<file path="src/rtl/core/cht_pkg.sv">
// ----------------------------------------------------------------------------
// cht_pkg
// Shared types and codes of the coalesced hash table.
// ----------------------------------------------------------------------------
package cht_pkg;
  localparam logic [1:0] OP_INSERT = 2'd0;
  localparam logic [1:0] OP_DELETE = 2'd1;
  localparam logic [1:0] OP_SEARCH = 2'd2;

  localparam logic [1:0] ST_DONE      = 2'd0;
  localparam logic [1:0] ST_FULL      = 2'd1;
  localparam logic [1:0] ST_EMPTY     = 2'd2;
  localparam logic [1:0] ST_NOT_FOUND = 2'd3;

  localparam int KEY_W = 31;
  localparam int SLOT_OUT_W = 4;

  typedef struct packed {
    logic [1:0]       op;
    logic [KEY_W-1:0] key;
  } req_t;

  typedef struct packed {
    logic [1:0]            status;
    logic [SLOT_OUT_W-1:0] slot;
  } rsp_t;
endpackage

</file>
<file path="src/rtl/core/cht_req_if.sv">
// ----------------------------------------------------------------------------
// cht_req_if
// Valid/ready channel carrying one request word.
// ----------------------------------------------------------------------------
interface cht_req_if;
  logic          valid;
  logic          ready;
  cht_pkg::req_t data;
  modport source (output valid, output data, input ready);
  modport sink (input valid, input data, output ready);
endinterface

</file>
<file path="src/rtl/core/cht_rsp_if.sv">
// ----------------------------------------------------------------------------
// cht_rsp_if
// Valid/ready channel carrying one result word.
// ----------------------------------------------------------------------------
interface cht_rsp_if;
  logic          valid;
  logic          ready;
  cht_pkg::rsp_t data;
  modport source (output valid, output data, input ready);
  modport sink (input valid, input data, output ready);
endinterface

</file>
<file path="src/rtl/core/cht_ram.sv">
// ----------------------------------------------------------------------------
// cht_ram
// Generic single-write, single-read RAM with registered read data.
// ----------------------------------------------------------------------------
module cht_ram #(
  parameter int WIDTH = 8,
  parameter int DEPTH = 16
) (
  input  logic                     clk,
  input  logic                     we,
  input  logic [$clog2(DEPTH)-1:0] waddr,
  input  logic [WIDTH-1:0]         wdata,
  input  logic [$clog2(DEPTH)-1:0] raddr,
  output logic [WIDTH-1:0]         rdata
);
  logic [WIDTH-1:0] mem [DEPTH];

  always_ff @(posedge clk) begin
    if (we) begin
      mem[waddr] <= wdata;
    end
    rdata <= mem[raddr];
  end
endmodule

</file>
<file path="src/rtl/core/coalesced_hash_table.sv">
// ----------------------------------------------------------------------------
// coalesced_hash_table
// Coalesced hash table with linear probing, held in a key RAM.
// ----------------------------------------------------------------------------
// One operation at a time. Each linear probe and each search link step
// issues a key-RAM read and then evaluates the registered data. The
// delete chain walk and the link sweep run over flip-flops at one step a
// cycle. Insert probes up to SLOTS slots. Search probes up to SLOTS slots
// for the chain head and then follows up to SLOTS-1 links. Delete probes
// up to SLOTS slots for the key, follows the chain to its tail and then
// either moves the tail key or sweeps all SLOTS link entries to cut any
// link into the freed slot. Occupancy bits and links sit in flip-flops
// (reset clears them at once); keys live in one RAM that needs no
// clearing, since only the keys of occupied slots are ever used. The
// result word waits in an output register; a new word is taken only after
// it has left. The SLOTS parameter must be a power of two.
module coalesced_hash_table #(
  parameter int SLOTS = 16
) (
  input  logic      clk,
  input  logic      rst_n,
  cht_req_if.sink   in_ch,
  cht_rsp_if.source out_ch
);
  localparam int AW = $clog2(SLOTS);
  localparam int CW = $clog2(SLOTS + 1);
  localparam int LW = AW + 1;

  localparam logic [3:0] S_IDLE  = 4'd0;
  localparam logic [3:0] S_RD    = 4'd1;
  localparam logic [3:0] S_EVAL  = 4'd2;
  localparam logic [3:0] S_CUT   = 4'd3;
  localparam logic [3:0] S_MOVE  = 4'd4;
  localparam logic [3:0] S_OUT   = 4'd5;

  // Phases inside a walk.
  localparam logic [1:0] PH_PROBE = 2'd0;  // linear probe
  localparam logic [1:0] PH_CHAIN = 2'd1;  // follow links
  localparam logic [1:0] PH_TAILK = 2'd2;  // read tail key for delete move

  logic [3:0]               state_r, state_nxt;
  logic [1:0]               ph_r, ph_nxt;
  logic [1:0]               op_r, op_nxt;
  logic [cht_pkg::KEY_W-1:0] key_r, key_nxt;
  logic [AW-1:0]            pos_r, pos_nxt;
  logic [AW-1:0]            tgt_r, tgt_nxt;
  logic [AW-1:0]            pre_r, pre_nxt;
  logic                     pre_ok_r, pre_ok_nxt;
  logic [CW-1:0]            n_r, n_nxt;
  logic [CW-1:0]            cnt_r, cnt_nxt;
  logic [SLOTS-1:0]         used_r, used_nxt;
  logic [LW-1:0]            link_r [SLOTS];
  logic [LW-1:0]            link_nxt [SLOTS];
  cht_pkg::rsp_t            rsp_r, rsp_nxt;
  logic                     ov_r, ov_nxt;

  logic                     we;
  logic [AW-1:0]            waddr, raddr;
  logic [cht_pkg::KEY_W-1:0] wdata, rdata;

  cht_ram #(.WIDTH(cht_pkg::KEY_W), .DEPTH(SLOTS)) u_keys (
    .clk(clk), .we(we), .waddr(waddr), .wdata(wdata), .raddr(raddr), .rdata(rdata)
  );

  assign in_ch.ready  = (state_r == S_IDLE) && !ov_r;
  assign out_ch.valid = ov_r;
  assign out_ch.data  = rsp_r;

  logic [AW-1:0] home;
  logic [LW-1:0] lnk;
  assign home = key_r[AW-1:0];
  assign lnk  = link_r[pos_r];

  always_comb begin
    state_nxt = state_r; ph_nxt = ph_r; op_nxt = op_r; key_nxt = key_r;
    pos_nxt = pos_r; tgt_nxt = tgt_r; pre_nxt = pre_r; pre_ok_nxt = pre_ok_r;
    n_nxt = n_r; cnt_nxt = cnt_r; used_nxt = used_r; link_nxt = link_r;
    rsp_nxt = rsp_r; ov_nxt = ov_r;
    we = 1'b0; waddr = pos_r; wdata = key_r; raddr = pos_r;
    if (ov_r && out_ch.ready) begin
      ov_nxt = 1'b0;
    end
    case (state_r)
      S_IDLE: begin
        if (in_ch.valid && !ov_r) begin
          op_nxt = in_ch.data.op; key_nxt = in_ch.data.key;
          pos_nxt = in_ch.data.key[AW-1:0];
          n_nxt = '0; pre_ok_nxt = 1'b0; ph_nxt = PH_PROBE;
          rsp_nxt = '{status: cht_pkg::ST_NOT_FOUND, slot: '0};
          state_nxt = S_OUT;
          case (in_ch.data.op)
            cht_pkg::OP_INSERT: begin
              if (cnt_r >= CW'(SLOTS)) begin
                rsp_nxt.status = cht_pkg::ST_FULL;
              end else begin
                state_nxt = S_RD;
              end
            end
            cht_pkg::OP_DELETE: begin
              if (cnt_r == '0) begin
                rsp_nxt.status = cht_pkg::ST_EMPTY;
              end else begin
                state_nxt = S_RD;
              end
            end
            cht_pkg::OP_SEARCH: state_nxt = S_RD;
            default: state_nxt = S_OUT;
          endcase
        end
      end
      S_RD: begin
        raddr = pos_r;
        state_nxt = S_EVAL;
      end
      S_EVAL: begin
        state_nxt = S_RD;
        if (ph_r == PH_TAILK) begin
          // Move tail key into the freed position, unlink and free the tail.
          we = 1'b1; waddr = tgt_r; wdata = rdata;
          link_nxt[pre_r] = '1;
          used_nxt[pos_r] = 1'b0;
          link_nxt[pos_r] = '1;
          cnt_nxt = cnt_r - 1'b1;
          rsp_nxt = '{status: cht_pkg::ST_DONE, slot: cht_pkg::SLOT_OUT_W'(tgt_r)};
          state_nxt = S_OUT;
        end else if (ph_r == PH_PROBE) begin
          case (op_r)
            cht_pkg::OP_INSERT: begin
              if (!used_r[pos_r]) begin
                we = 1'b1; waddr = pos_r; wdata = key_r;
                used_nxt[pos_r] = 1'b1;
                link_nxt[pos_r] = '1;
                if (pre_ok_r) begin
                  link_nxt[pre_r] = LW'(pos_r);
                end
                cnt_nxt = cnt_r + 1'b1;
                rsp_nxt = '{status: cht_pkg::ST_DONE,
                            slot: cht_pkg::SLOT_OUT_W'(pos_r)};
                state_nxt = S_OUT;
              end else begin
                if (rdata[AW-1:0] == home) begin
                  pre_nxt = pos_r; pre_ok_nxt = 1'b1;
                end
                pos_nxt = pos_r + 1'b1; n_nxt = n_r + 1'b1;
                if (n_r == CW'(SLOTS - 1)) begin
                  rsp_nxt.status = cht_pkg::ST_FULL;
                  state_nxt = S_OUT;
                end
              end
            end
            cht_pkg::OP_DELETE: begin
              if (used_r[pos_r] && rdata == key_r) begin
                tgt_nxt = pos_r; n_nxt = '0; pre_ok_nxt = 1'b0;
                ph_nxt = PH_CHAIN;
                state_nxt = S_MOVE;
              end else begin
                pos_nxt = pos_r + 1'b1; n_nxt = n_r + 1'b1;
                if (n_r == CW'(SLOTS - 1)) state_nxt = S_OUT;
              end
            end
            default: begin
              if (used_r[pos_r] && rdata[AW-1:0] == home) begin
                ph_nxt = PH_CHAIN; n_nxt = '0;
                // Same read holds the head key: check it now.
                if (rdata == key_r) begin
                  rsp_nxt = '{status: cht_pkg::ST_DONE,
                              slot: cht_pkg::SLOT_OUT_W'(pos_r)};
                  state_nxt = S_OUT;
                end else if (lnk[AW] || !used_r[lnk[AW-1:0]]) begin
                  state_nxt = S_OUT;
                end else begin
                  pos_nxt = lnk[AW-1:0]; n_nxt = CW'(1);
                end
              end else begin
                pos_nxt = pos_r + 1'b1; n_nxt = n_r + 1'b1;
                if (n_r == CW'(SLOTS - 1)) state_nxt = S_OUT;
              end
            end
          endcase
        end else begin
          // Search chain walk; position is occupied here.
          if (rdata == key_r) begin
            rsp_nxt = '{status: cht_pkg::ST_DONE, slot: cht_pkg::SLOT_OUT_W'(pos_r)};
            state_nxt = S_OUT;
          end else if (lnk[AW] || !used_r[lnk[AW-1:0]] || n_r == CW'(SLOTS - 1)) begin
            state_nxt = S_OUT;
          end else begin
            pos_nxt = lnk[AW-1:0]; n_nxt = n_r + 1'b1;
          end
        end
      end
      S_MOVE: begin
        // Walk delete chain from target to tail over link flops, one step a cycle.
        if (lnk[AW] || !used_r[lnk[AW-1:0]] || n_r == CW'(SLOTS)) begin
          if (pos_r == tgt_r || !pre_ok_r) begin
            n_nxt = '0; state_nxt = S_CUT;
          end else begin
            ph_nxt = PH_TAILK; state_nxt = S_RD;
          end
        end else begin
          pre_nxt = pos_r; pre_ok_nxt = 1'b1;
          pos_nxt = lnk[AW-1:0]; n_nxt = n_r + 1'b1;
        end
      end
      S_CUT: begin
        // Sweep links, drop any that name the freed slot.
        if (link_r[n_r[AW-1:0]] == LW'(tgt_r)) begin
          link_nxt[n_r[AW-1:0]] = '1;
        end
        n_nxt = n_r + 1'b1;
        if (n_r == CW'(SLOTS - 1)) begin
          used_nxt[tgt_r] = 1'b0;
          link_nxt[tgt_r] = '1;
          cnt_nxt = cnt_r - 1'b1;
          rsp_nxt = '{status: cht_pkg::ST_DONE, slot: cht_pkg::SLOT_OUT_W'(tgt_r)};
          state_nxt = S_OUT;
        end
      end
      S_OUT: begin
        ov_nxt = 1'b1;
        state_nxt = S_IDLE;
      end
      default: state_nxt = S_IDLE;
    endcase
  end

  always_ff @(posedge clk) begin
    if (!rst_n) begin
      state_r <= S_IDLE; ov_r <= 1'b0; cnt_r <= '0; used_r <= '0;
      for (int i = 0; i < SLOTS; i++) link_r[i] <= '1;
    end else begin
      state_r <= state_nxt; ov_r <= ov_nxt; cnt_r <= cnt_nxt; used_r <= used_nxt;
      link_r <= link_nxt;
    end
    ph_r <= ph_nxt; op_r <= op_nxt; key_r <= key_nxt; pos_r <= pos_nxt;
    tgt_r <= tgt_nxt; pre_r <= pre_nxt; pre_ok_r <= pre_ok_nxt; n_r <= n_nxt;
    rsp_r <= rsp_nxt;
  end
endmodule

</file>
<file path="src/flat_wrapper.sv">
// flat-port wrapper written by rule: the top's interface ports become plain ports
module coalesced_hash_table_flat 
#(
  parameter int SLOTS = 16
)
  (clk, rst_n, in_ch_valid, in_ch_data, in_ch_ready, out_ch_valid, out_ch_data, out_ch_ready);
  cht_req_if in_ch_i ();
  cht_rsp_if out_ch_i ();
  input  logic clk;
  input  logic rst_n;
  input wire logic [$bits(in_ch_i.valid)-1:0] in_ch_valid;
  input wire logic [$bits(in_ch_i.data)-1:0] in_ch_data;
  output wire logic [$bits(in_ch_i.ready)-1:0] in_ch_ready;
  output wire logic [$bits(out_ch_i.valid)-1:0] out_ch_valid;
  output wire logic [$bits(out_ch_i.data)-1:0] out_ch_data;
  input wire logic [$bits(out_ch_i.ready)-1:0] out_ch_ready;
  assign in_ch_i.valid = in_ch_valid;
  assign in_ch_i.data = in_ch_data;
  assign in_ch_ready = in_ch_i.ready;
  assign out_ch_valid = out_ch_i.valid;
  assign out_ch_data = out_ch_i.data;
  assign out_ch_i.ready = out_ch_ready;
  coalesced_hash_table #(.SLOTS(SLOTS)) u_core (.clk(clk), .rst_n(rst_n), .in_ch(in_ch_i), .out_ch(out_ch_i));
endmodule
</file>
<file path="config.mk">
export PLATFORM = sky130hd
export DESIGN_NAME = coalesced_hash_table_flat
export DESIGN_NICKNAME = d
export VERILOG_FILES = /design/src/rtl/core/cht_pkg.sv /design/src/rtl/core/cht_req_if.sv /design/src/rtl/core/cht_rsp_if.sv /design/src/rtl/core/cht_ram.sv /design/src/rtl/core/coalesced_hash_table.sv /design/src/flat_wrapper.sv
export SDC_FILE = /design/constraint.sdc
export NUM_CORES = 1
export LEC_CHECK = 0
export ABC_AREA = 1
export BUFFER_PORTS_ARGS = -buffer_cell sky130_fd_sc_hd__buf_2
export CORE_ASPECT_RATIO = 0.8
export CORE_MARGIN = 5
export CORE_UTILIZATION = 32
export DETAILED_ROUTE_END_ITERATION = 16
export HOLD_SLACK_MARGIN = 0.02
export PLACE_DENSITY = 0.56
export SLEW_MARGIN = 20
export SYNTH_ARGS = -nofsm -noshare
export SYNTH_HDL_FRONTEND = slang
export SYNTH_HIERARCHICAL = 1
export SYNTH_SLANG_ARGS = --single-unit
</file>
<file path="constraint.sdc">
create_clock -name clk -period 4.87 [get_ports clk]
set_input_delay 0 -clock clk [delete_from_list [all_inputs] [get_ports clk]]
set_output_delay 0 -clock clk [all_outputs]
set_load 0.02 [all_outputs]
</file>
==> impl_metrics.json <==
{
  "rsz0062_at_grt": "false",
  "ir_drop_mv": 0.456,
  "antenna_found_initial": 0,
  "cts-resized-gates": 0,
  "reg2reg_from": "u_core/pos_r[0]$_DFFE_PP_",
  "cts_made_buffers": 77,
  "root_buffer": "clkbuf_16",
  "dieArea_sq_um": 112000,
  "power_density_nw_per_um2": 586,
  "core_sq_um": 104000,
  "crit_top_cell": "nand2_1",
  "drive_gt1_frac": 0.0793,
  "dr.pass1.iters": 6,
  "clock.fmax_mhz": 258,
  "cts_tree": "built",
  "hold_ws_ps": 66.4,
  "drc_errors": 0,
  "syn_area_sq_um": 33600,
  "clk_pin_slew_ps": 60,
  "grt_usage": 0.170,
  "worstMarginPinSlew_ps": 1100,
  "grt_pass1_wl_um": 148000,
  "criticalPathCategory": "reg -> reg",
  "fin_area_sq_um": 38400,
  "slew_violations": 0,
  "postLayoutSetupSlackWorst_ps": 995,
  "io_pins": 45,
  "fin_crit_ps": 3870,
  "yosys_warnings": 6,
  "cp_slowest_cell": "a2111oi_2",
  "wl_per_cell_um": 18.4,
  "grt_pass1_vias": 24000,
  "critPathRequiredTime_ps": 5150,
  "ant_nets": 0,
  "synth_seq_cells": 691,
  "clk_latency_ps": 660,
  "initial_core_util": 0.322,
  "fp.dieH_um": 300,
  "critPathLaunch": "u_core/pos_r[0]$_DFFE_PP_",
  "htree_levels": 3,
  "finalNetCount": 3884,
  "max_stage_delay_ps": 550,
  "setup_viol": 0,
  "syn2layout_area_growth_pct": 14.2,
  "final_common_cell": "nand2_1",
  "crit_chain": "buf_12 -> nand2_1 -> nand3_1 -> nand2_1 -> nand2_1 -> nand2_1 -> nor2_2 -> nand2_1 -> nand3_1 -> nand3_1 -> nand3_1 -> nand4_1 -> or2_1 -> a21o_1 -> a2111oi_2",
  "place_ws_ps": 1010,
  "rows": 106,
  "placed_area_sq_um": 35400,
  "hold_violations": 0,
  "fin_util": 0.368,
  "timing.final.crit_share": 0.796,
  "r2r_setup_slack_ps": 1000,
  "clock_sinks": 691,
  "io_buffers": 44,
  "cts_max_path_buffers": 3,
  "die_x_um": 372,
  "diodes": 0,
  "syn_inst": 3784,
  "drv_cap": 0,
  "path_max_fanout": 153,
  "routed_via_density": 4.97,
  "worstReg2RegEnd": "u_core/pos_r[2]$_DFFE_PP_",
  "gp_congestion": 0.943,
  "power_leakage_nw": 15.6,
  "synth_edf_count": 555,
  "syn_area_per_cell_sq_um": 8.88,
  "wl_um": 97300,
  "synth-seq-area-share": 0.577,
  "grt_max_degree": 154,
  "cp-start-kind": "flip-flop",
  "fin_setup_tns_ps": 0,
  "fin_skew_ps": 42.2,
  "crit_path_end": "u_core/pos_r[2]$_DFFE_PP_",
  "worstPathArrival_ps": 4160,
  "overflow": 0,
  "nFillCells": 10600,
  "seqCellArea_sq_um": 19400,
  "multi_input_area_sq_um": 11100,
  "status": "complete, no violations",
  "vias": 26300,
  "synth-main-ff-cell": "edfxtp_1",
  "end_kind": "flip-flop",
  "max_slew_margin": 0.265,
  "drt_first_iter_violations": 2676,
  "place_hpwl_um": 60000,
  "mostFrequentLayoutCells": "nand2_1 (977), edfxtp_1 (555), inv_1 (538), nand3_1 (440), o21ai_0 (203)",
  "async_reset_ff_frac": 0,
  "ys_types": 55,
  "syn-num-nets": 3832,
  "r2r_cells": 15,
  "hold_class": "in -> reg"
}
## registers in the layout (all words and copies together), names as in the netlist, named ones only
register	cells
u_core/ph_r	2
u_core/pre_r	4
u_core/state_r	3
u_core/out_ch.valid	1
u_core/op_r	2
u_core/link_r	80
u_core/out_ch.data	6
u_core/tgt_r	4
u_core/pre_ok_r	1
u_core/n_r	5
u_core/u_keys/rdata	31
u_core/cnt_r	5
u_core/u_keys/mem	496
u_core/pos_r	4
u_core/key_r	31
## worst min-delay path by stage
| stage | depth (start not counted) | from | end | slack, ps |
|---|---|---|---|---|
| after floorplan | 0 | in_ch_data[0] | u_core/key_r[0]$_DFFE_PP_ | 100 |
| after global placement | 1 | in_ch_data[11] | u_core/key_r[11]$_DFFE_PP_ | 180 |
| after detailed placement | 1 | in_ch_data[15] | u_core/key_r[15]$_DFFE_PP_ | 180 |
| after CTS | 2 | in_ch_data[9] | u_core/key_r[9]$_DFFE_PP_ | 20 |
| after global routing | 2 | in_ch_data[9] | u_core/key_r[9]$_DFFE_PP_ | 50 |
| final | 2 | in_ch_data[9] | u_core/key_r[9]$_DFFE_PP_ | 70 |
## metrics by stage
stage	std cells	total power, mW
global route	5301	23.8
floorplan	3784	13.9
CTS	5301	22.6
finish	5301	22.5
global placement	5110	16.6
detailed placement	5110	16.6
## worst max-delay path: cells and delay by family, from the launching register on
family | cells | cell delay [ps]
buf+inv | 1 | 530
simple gates | 12 | 1670
flops | 1 | 460
compound gates | 2 | 750
## layer usage
layer	GRT usage	routed length [um]	vias to the layer above
li1	-	-	12800
met1	0.263	47300	12500
met2	0.245	40700	962
met3	0.0317	7500	126
met4	0.0404	1910	0
met5	0	0	-
## Yosys cell counts, drive strengths merged, types with 2 or more instances
master     n  share of area
o211ai    46          0.010
xnor2      8         0.0021
nor3b      3        0.00082
or2       19         0.0035
nand3b     2        0.00045
clkinv    12         0.0013
inv      551          0.062
ha        11         0.0041
dfxtp    136          0.081
clkbuf    64         0.0071
a21oi    199          0.030
nor4       6         0.0013
nand2    978           0.11
xor2      15         0.0039
nor2     166          0.020
nor3      38         0.0057
nand4     16         0.0030
o32ai     39          0.010
a2111oi    3         0.0012
a21boi     2        0.00045
o22ai     37         0.0071
buf      133          0.027
o31ai      4        0.00089
a31oi      4         0.0011
nand3    445          0.067
o21ai    282          0.042
edfxtp   555           0.50
o311ai     2        0.00052
## cell type report
cell class,instances,area share
Sequential cell,691,0.505
Tap cell,1404,0.0458
Inverter,563,0.0554
Clock buffer,100,0.0537
Multi-Input combinational cell,2333,0.290
Timing Repair Buffer,170,0.0383
Clock inverter,40,0.0120
## what timing repair did
action                                 4_1_cts  5_1_grt
setup buffers                                0        0
hold buffers                                51        0
endpoints found under the hold margin       80        0
## power breakdown
| part | switching [mW] | internal, mW |
|---|---|---|
| clock | 2.49 | 3.35 |
| combinational | 6.63 | 2.31 |
| sequential | 0.318 | 7.39 |
| total | 9.44 | 13.0 |
## cell families after synthesis
| family | after synthesis | synth area share |
|---|---|---|
| AOI/OAI and AO/OA | 625 | 0.105 |
| xor gates and xnor gates | 23 | 0.00599 |
| adders and majority gates | 11 | 0.00409 |
| buffers and inverters | 760 | 0.0971 |
| DFF | 691 | 0.577 |
| and+or+nand+nor | 1674 | 0.211 |
(Power assumes the default switching activity.)
